File: src/rtl/shn_pkg.sv
package shn_pkg;

	localparam int NOTE_W = 7;

	typedef enum logic [1:0] {
		REQ_OFF   = 2'd0,
		REQ_ON    = 2'd1,
		REQ_OTHER = 2'd2
	} req_t;

	typedef enum logic [1:0] {
		OP_HOLD,
		OP_INSERT,
		OP_REMOVE,
		OP_ROTATE
	} op_t;

	typedef enum logic {
		ST_IDLE,
		ST_EMIT
	} state_t;

	typedef struct packed {
		logic              used;
		logic [NOTE_W-1:0] note;
	} entry_t;

	typedef struct packed {
		op_t               op;
		logic [NOTE_W-1:0] note;
	} cell_ctl_t;

	// ins: insert point at or before this cell; hit: matching note at or before
	typedef struct packed {
		logic ins;
		logic hit;
	} link_t;

endpackage

File: src/rtl/shn_cell.sv
module shn_cell import shn_pkg::*; (
	input  logic      clk,
	input  logic      arst_n,
	input  cell_ctl_t ctl,
	input  entry_t    left,
	input  entry_t    right,
	input  link_t     link_in,
	output link_t     link_out,
	output entry_t    cur
);

	entry_t cur_q;
	entry_t cur_d;
	logic   ge;
	logic   match;

	assign ge    = !cur_q.used || (ctl.note >= cur_q.note);
	assign match = cur_q.used && (cur_q.note == ctl.note);

	assign link_out.ins = link_in.ins | ge;
	assign link_out.hit = link_in.hit | match;
	assign cur          = cur_q;

	always_comb begin
		cur_d = cur_q;
		case (ctl.op)
			OP_INSERT: begin
				if (link_in.ins) begin
					cur_d = left;
				end else if (ge) begin
					cur_d.used = 1'b1;
					cur_d.note = ctl.note;
				end
			end
			OP_REMOVE: begin
				if (link_in.hit || match) begin
					cur_d = right;
				end
			end
			OP_ROTATE: begin
				cur_d = right;
			end
			default: begin
				cur_d = cur_q;
			end
		endcase
	end

	always_ff @(posedge clk or negedge arst_n) begin
		if (!arst_n) begin
			cur_q <= '0;
		end else begin
			cur_q <= cur_d;
		end
	end

endmodule

File: src/rtl/sorted_held_note_list.sv
// channel  | handshake           | fields
// ---------+---------------------+-------------------------------------------------
// request  | start, busy         | req_type, note, velocity
// result   | valid (strobe)      | slot_index, slot_note, slot_used, held_total,
//          |                     | evicted_valid, evicted_note, dropped_new, last_slot
//
// a word is taken on the edge with start high and busy low; the list updates on that edge
// then MAX_NOTES results follow on consecutive cycles, one per slot, while the chain
// rotates by one cell a cycle and comes back to its order after the last one
// so no new word is taken until the last result of the item has gone out
// reset clears every slot and the count; the receiver cannot stall the results
module sorted_held_note_list import shn_pkg::*; #(
	parameter int MAX_NOTES = 3
) (
	input  logic              clk,
	input  logic              arst_n,
	input  logic              start,
	output logic              busy,
	input  logic [1:0]        req_type,
	input  logic [NOTE_W-1:0] note,
	input  logic [NOTE_W-1:0] velocity,
	output logic              valid,
	output logic [1:0]        slot_index,
	output logic [NOTE_W-1:0] slot_note,
	output logic              slot_used,
	output logic [1:0]        held_total,
	output logic              evicted_valid,
	output logic [NOTE_W-1:0] evicted_note,
	output logic              dropped_new,
	output logic              last_slot
);

	localparam int CNT_W = (MAX_NOTES > 1) ? $clog2(MAX_NOTES) : 1;
	localparam int TOT_W = $clog2(MAX_NOTES + 1);

	state_t            state_q;
	state_t            state_d;
	logic [CNT_W-1:0]  cnt_q;
	logic [TOT_W-1:0]  count_q;
	logic              evicted_valid_q;
	logic [NOTE_W-1:0] evicted_note_q;
	logic              dropped_q;

	logic              accept;
	logic              is_on;
	logic              is_off;
	logic              at_last;
	logic              full;
	logic              do_drop;
	logic              do_evict;
	cell_ctl_t         ctl;
	entry_t            ent [MAX_NOTES];
	link_t             lnk [MAX_NOTES+1];
	logic [CNT_W+1:0]  idx_wide;
	logic [TOT_W+1:0]  tot_wide;

	assign accept  = start && (state_q == ST_IDLE);
	assign is_on   = (req_type == REQ_ON) && (velocity != '0);
	assign is_off  = (req_type == REQ_OFF) || ((req_type == REQ_ON) && (velocity == '0));
	assign at_last = (cnt_q == CNT_W'(MAX_NOTES - 1));
	assign full    = ent[MAX_NOTES-1].used;
	assign do_drop  = is_on && !lnk[MAX_NOTES].ins;
	assign do_evict = is_on && full && lnk[MAX_NOTES].ins;

	always_comb begin
		state_d = state_q;
		case (state_q)
			ST_IDLE: begin
				if (start) begin
					state_d = ST_EMIT;
				end
			end
			ST_EMIT: begin
				if (at_last) begin
					state_d = ST_IDLE;
				end
			end
			default: begin
				state_d = ST_IDLE;
			end
		endcase
	end

	always_comb begin
		busy     = 1'b0;
		valid    = 1'b0;
		ctl.op   = OP_HOLD;
		ctl.note = note;
		case (state_q)
			ST_IDLE: begin
				if (start) begin
					if (is_on) begin
						ctl.op = OP_INSERT;
					end else if (is_off) begin
						ctl.op = OP_REMOVE;
					end
				end
			end
			ST_EMIT: begin
				busy   = 1'b1;
				valid  = 1'b1;
				ctl.op = OP_ROTATE;
			end
			default: begin
				busy = 1'b0;
			end
		endcase
	end

	assign lnk[0] = '0;

	for (genvar i = 0; i < MAX_NOTES; i++) begin : g_cell
		entry_t left_e;
		entry_t right_e;

		if (i == 0) begin : g_first
			assign left_e = '0;
		end else begin : g_mid
			assign left_e = ent[i-1];
		end

		// the last cell wraps to the head while rotating, else fills with an empty slot
		if (i == MAX_NOTES - 1) begin : g_tail
			assign right_e = (ctl.op == OP_ROTATE) ? ent[0] : '0;
		end else begin : g_body
			assign right_e = ent[i+1];
		end

		shn_cell u_cell (
			.clk      (clk),
			.arst_n   (arst_n),
			.ctl      (ctl),
			.left     (left_e),
			.right    (right_e),
			.link_in  (lnk[i]),
			.link_out (lnk[i+1]),
			.cur      (ent[i])
		);
	end

	always_ff @(posedge clk or negedge arst_n) begin
		if (!arst_n) begin
			state_q         <= ST_IDLE;
			cnt_q           <= '0;
			count_q         <= '0;
			evicted_valid_q <= 1'b0;
			evicted_note_q  <= '0;
			dropped_q       <= 1'b0;
		end else begin
			state_q <= state_d;
			if (accept) begin
				cnt_q           <= '0;
				evicted_valid_q <= do_evict;
				evicted_note_q  <= do_evict ? ent[MAX_NOTES-1].note : '0;
				dropped_q       <= do_drop;
				if (is_on && !do_drop && !full) begin
					count_q <= count_q + TOT_W'(1);
				end else if (is_off && lnk[MAX_NOTES].hit) begin
					count_q <= count_q - TOT_W'(1);
				end
			end else if (state_q == ST_EMIT) begin
				cnt_q <= cnt_q + CNT_W'(1);
			end
		end
	end

	assign idx_wide = (CNT_W+2)'(cnt_q);
	assign tot_wide = (TOT_W+2)'(count_q);

	assign slot_index    = idx_wide[1:0];
	assign slot_used     = ent[0].used;
	assign slot_note     = ent[0].used ? ent[0].note : '0;
	assign held_total    = tot_wide[1:0];
	assign evicted_valid = evicted_valid_q;
	assign evicted_note  = evicted_note_q;
	assign dropped_new   = dropped_q;
	assign last_slot     = valid && at_last;

endmodule

File: config.mk
export PLATFORM = sky130hd
export DESIGN_NAME = sorted_held_note_list
export DESIGN_NICKNAME = d
export VERILOG_FILES = /design/src/rtl/shn_pkg.sv /design/src/rtl/shn_cell.sv /design/src/rtl/sorted_held_note_list.sv
export SDC_FILE = /design/constraint.sdc
export NUM_CORES = 1
export LEC_CHECK = 0
export BUFFER_PORTS_ARGS = -buffer_cell sky130_fd_sc_hd__buf_2
export CELL_PAD_IN_SITES_DETAIL_PLACEMENT = 0
export CELL_PAD_IN_SITES_GLOBAL_PLACEMENT = 1
export CORE_ASPECT_RATIO = 0.5
export CORE_MARGIN = 4
export CORE_UTILIZATION = 39
export CTS_CLUSTER_DIAMETER = 100
export CTS_CLUSTER_SIZE = 24
export DETAILED_ROUTE_END_ITERATION = 6
export PLACE_DENSITY_LB_ADDON = 0.1
export SYNTH_ARGS = -nofsm -noshare
export SYNTH_HDL_FRONTEND = slang
export SYNTH_SLANG_ARGS = --single-unit
File: constraint.sdc
create_clock -name clk -period 2.83 [get_ports clk]
set_clock_uncertainty 0.2 [all_clocks]
set_input_delay 0.566 -clock clk [delete_from_list [all_inputs] [get_ports clk]]
set_output_delay 0.566 -clock clk [all_outputs]
set_load 0.02 [all_outputs]
; Yosys cells after proc, flatten, opt, wreduce, memory -nomap -nowiden
; Cells that the tools add are included.
[totals]
reg_bits = 38
latch_bits = 0
ramBits = 0
romBits = 0
input_bits = 19
out_inout_bits = 24
memories = 0
[classes]
add_sub_neg = 3
mul = 0
div_mod_pow = 0
order_cmp = 3
n_eq_ne = 14
n_shift = 0
n_mux = 26
bitwise = 5
n_reduce_logical = 34
[ops]
columns = operator, n
row1 = two-way mux 8 bit, 9
row2 = case mux 8 bit (3 select lines), 3
row3 = == test 7 bit, 3
row4 = greater-or-equal comparator 7 bit, 3
row5 = two-way mux 2 bit, 7
row6 = two-way mux 7 bit, 2
row7 = logical AND 1 bit, 13
row8 = AND reduction 3 bit, 3
row9 = "inequality test 2 x 1 -> 1 bit, second input constant", 4
row10 = zero test 7 bit, 1
row11 = nonzero test 7 bit, 1
row12 = "== test 2 bit, second input constant", 3
row13 = logical OR 1 bit, 6
row14 = "inequality test 3 x 1 -> 1 bit, second input constant", 2
row15 = zero test 1 bit, 5
row16 = "adder 2 x 1 -> 2 bit, second input constant", 2
row17 = "== test 2 x 1 -> 1 bit, second input constant", 2
row18 = OR 1 bit, 4
row19 = case mux 2 bit (2 select lines), 1
row20 = nonzero test 2 bit, 2
row21 = two-way mux 1 bit, 3
row22 = nonzero test 3 bit, 1
row23 = zero test 2 bit, 1
row24 = case mux 1 bit (2 select lines), 1
row25 = other kinds (3), 3

; Logic depth before layout (Yosys ltp)
[depth]
ltp_word = 11
ltp_mapped = 11
depth_no_buf = 8

; By module
; From an unflattened synthesis, not the netlist that was laid out.
[hier_totals]
hier_cells = 289
hier_area_um2 = 2802.7
[modules_own_cells]
columns = mod, n_inst, cells_each, area_each_um2
row1 = shn_cell, 3, 73, 685.7
row2 = sorted_held_note_list, 1, 70, 745.7

; Worst setup path after synthesis
; Ideal clock, no wire load.
[synth_timing]
kind = input to register
start = input note[5]
end = register g_cell[1].u_cell.cur_q (netlist bit g_cell[1].u_cell.cur[0])
setup_time_ns = 0.125
arrival_ns = 2.624
t_required_ns = 2.505
slack_ns = -0.119
stages = 8
path_cell_list = ha_1 a21o_1 a221o_1 a31oi_1 buf_4 nand2_4 a311oi_4 mux2_2
[synth_between]
elab_chain_len = 5
[synth_rtl]
columns = item, line_no
row1 = from (decl), sorted_held_note_list.sv:20  ; input logic [NOTE_W-1:0] note,
row2 = "parallel branches: the longest is 5 deep, another holds greater-or-equal comparator 7 bit", -
row3 = to (signal assigned), shn_cell.sv:53  ; cur_q <= cur_d;
row4 = to (decl), shn_cell.sv:12  ; entry_t cur_q;
; Parallel ways; which one is timed is not known.
; A chain may end at the register's enable or synchronous reset.

; Worst setup path in the final report
[layout_timing]
start = input note[0]
end = register g_cell[1].u_cell.cur_q (netlist bit g_cell[1].u_cell.cur[0])
; The elaborated chain is that of the path after synthesis.

==> impl_metrics.yaml <==
power:
  power.switching_mw: 1.72
  irDropWorstVdd_v: 0.000505
  seqPwrFrac_pct: 25.0
  power_frac_comb_pct: 57.4
  p_leak_nw: 1.74
  p_per_area_mw_per_mm2: 1180
  switching_share_pct: 40.9
  clkPwrFrac_pct: 17.6
  intPower_mw: 2.48
flow_run:
  maxCapViolations: 0
worst_setup_path:
  required_ns: 2.79
  worstReg2RegStart: "g_cell[1].u_cell.cur[6]"
  cp.arrival_ns: 2.71
  r2r_slack_ns: 0.10
  crit_type: "primary input to flip-flop"
  timing.rr.end: "g_cell[1].u_cell.cur[0]"
  rr_worst_depth: 9
  end_kind: "flip-flop"
  cp_max_fo: 8
  start_kind: "primary input"
logic_synthesis:
  async_reset_ff_share_pct: 100
  synth_ff_type: "dfrtp_1"
  ys_types: 48
  yosys_warnings: 0
  ys_ff_latch: 38
  ys_seq_area_share_pct: 36.4
  avgSynthCellArea_um2: 9.60
  synth-edff-count: 0
  synthesis.nets: 313
  postSynthCellCount: 272
  synth_area_mm2: 0.00261
sta:
  rsz0062_at_grt: "false"
  worst_hold_slack_ns: 0.197
  setup_viol: 0
  clock.fmax_mhz: 364
  slew_viol_final: 0
  final_hold_viol_count: 0
  fin_crit_ns: 2.75
  fin_crit_sh_pct: 97.1
  tightest_slew_ns: 1.24
  relSlewSlack_pct: 17.1
clocking:
  cts_sinks: 38
  clockRootBuffer: "clkbuf_16"
  htreeDepth: 2
  clk_pin_slew_worst_paths_ns: 0.06
  cts_buffers: 5
  tritoncts: "yes"
  clk_latency_ns: 0.28
  clockBufferDepth: 2
floorplan:
  start_util_pct: 41.6
  die_x_um: 124
  io_pins: 43
  row_count: 20
  fp.dieH_um: 65.8
  core-area_mm2: 0.00628
  dieArea_mm2: 0.00814
routing:
  drtAntennaViolNets: 0
  wl_per_cell_um: 17.4
  via_per_inst: 5.16
  firstDrtPassIters: 4
  drt_iter0_drc: 204
  wl_um: 7690
  vias: 2287
  drc: 0
cells_and_area:
  drive_gt1_share_pct: 40.0
  post-route-util_pct: 56.7
  finalNetCount: 395
  n_antenna_cell: 0
  final_common_cell: "buf_4"
  fin_area_mm2: 0.00356
  syn_to_final_growth_pct: 36.4
  final_cell_mix: "42 x buf_4, 41 x buf_2, 37 x dfrtp_1"
  n_fill_cell: 573
placed_design:
  hpwl_um: 6150
  port_buffers: 42
  placed_area_mm2: 0.00334
  gp_congestion: 0.829
run_status:
  outcome: "finished, final reports clean"
grt:
  overflow: 0
  first_global_vias: 2212
  grt_max_degree: 39
  grt_usage_pct: 20.1
  antenna_found_initial: 0
  grt_pass1_wl_um: 12300
min_path:
  hold_path.class: "primary input to asynchronous set/reset pin"
## sequential cells by signal, indices dropped and copies added (netlist names)
register / flops
evicted_note: 7
evicted_valid: 1
g_cell.u_cell.cur: 24
slot_index: 2
dropped_new: 1
state_q: 1
held_total: 2
## Yosys cell counts (all sizes together) (2+ instances only)
master	n	area, um2
and2	3	21.3
and3	2	12.5
a22o	7	61.3
nand2	35	139
mux2i	8	80.1
a21o	5	38.8
nor2	22	82.6
inv	22	82.6
nor3	4	20.0
clkbuf	4	15.0
and4	2	17.5
nand2b	4	25.0
a21oi	17	100
nor2b	2	12.5
dfrtp	38	951
a31oi	9	71.3
xnor2	2	17.5
ha	22	275
nand4	6	37.5
buf	6	41.3
a211oi	2	15.0
mux2	23	263
o21ai	11	55.1
## power by group through the flow
stage	registers (mW)	clock network, mW	logic [mW]
6_report	1.05	0.738	2.41
5_1_grt	1.09	0.786	2.66
4_1_cts	1.04	0.754	2.39
3_5_place_dp	1.04	0	2.37
3_3_place_gp	1.05	0	2.32
2_1_floorplan	1.07	0	1.48
## cells by family (layout without fill, tap and decap cells)
logic type	after synthesis	count (layout)	synth area share (%)
DFF	38	38	36.4
buffers and inverters	33	116	5.46
muxes	31	31	13.1
AOI/OAI and AO/OA	61	61	18.0
xor gates and xnor gates	2	2	0.671
adders and majority gates	22	22	10.5
and+or+nand+nor	85	85	15.8
## final cells by class
cell class              instances  area [um2]  share of cell area, %
repair buffers                 85         561                   15.7
inverters                      23        86.3                   2.43
well taps                      88         110                   3.09
clock buffers                   5         125                   3.51
clock inverters                 3        68.8                   1.93
flip-flops and latches         38         952                   26.7
multi-input cells             201        1660                   46.5
## per-layer routing
metal  global-route usage [%]  vias to the layer above  routed length [um]
met5                        0                        -                   0
met4                     3.31                        0                  30
met3                     5.30                        4                 783
met2                     25.8                       89                2770
met1                     32.7                     1055                4110
li1                         -                     1139                   -
## worst max-delay path by stage
stage / slack, ns / cells after the start / from / endpoint
finish: 0.08 / 10 / note[0] / g_cell[1].u_cell.cur[0]
global route: 0.02 / 10 / g_cell[0].u_cell.cur[5] / g_cell[1].u_cell.cur[0]
CTS: 0.03 / 9 / g_cell[1].u_cell.cur[4] / g_cell[1].u_cell.cur[0]
detailed placement: -0.24 / 9 / note[6] / g_cell[1].u_cell.cur[1]
global placement: -0.17 / 9 / note[6] / g_cell[1].u_cell.cur[1]
floorplan: -0.06 / 8 / note[5] / g_cell[1].u_cell.cur[0]
## critical path, cell delays in order
cell      delay [ns]
buf_2           0.09
inv_1           0.10
buf_4           0.16
ha_1            0.29
and3_1          0.16
and4_1          0.25
o211a_1         0.28
a311oi_4        0.34
buf_12          0.19
mux2_4          0.30
## metrics by stage
| step | power, mW | setup TNS [ns] | setup WS (ns) | cells |
|---|---|---|---|---|
| global route | 4.53 | 0 | 0.0150 | 443 |
| CTS | 4.19 | 0 | 0.0296 | 443 |
| finish | 4.20 | 0 | 0.0817 | 443 |
| detailed placement | 3.41 | -3.66 | -0.238 | 434 |
| floorplan | 2.56 | -0.501 | -0.0626 | 272 |
| global placement | 3.37 | -2.74 | -0.170 | 434 |
## what timing repair did
| action | in CTS | in global routing |
|---|---|---|
| resized for setup | 0 | 10 |
| pin swaps | 1 | 4 |
| setup endpoints to repair | 8 | 24 |
| hold buffers | 0 | 0 |
| buffers inserted | 1 | 0 |
(Power assumes the default switching activity.)
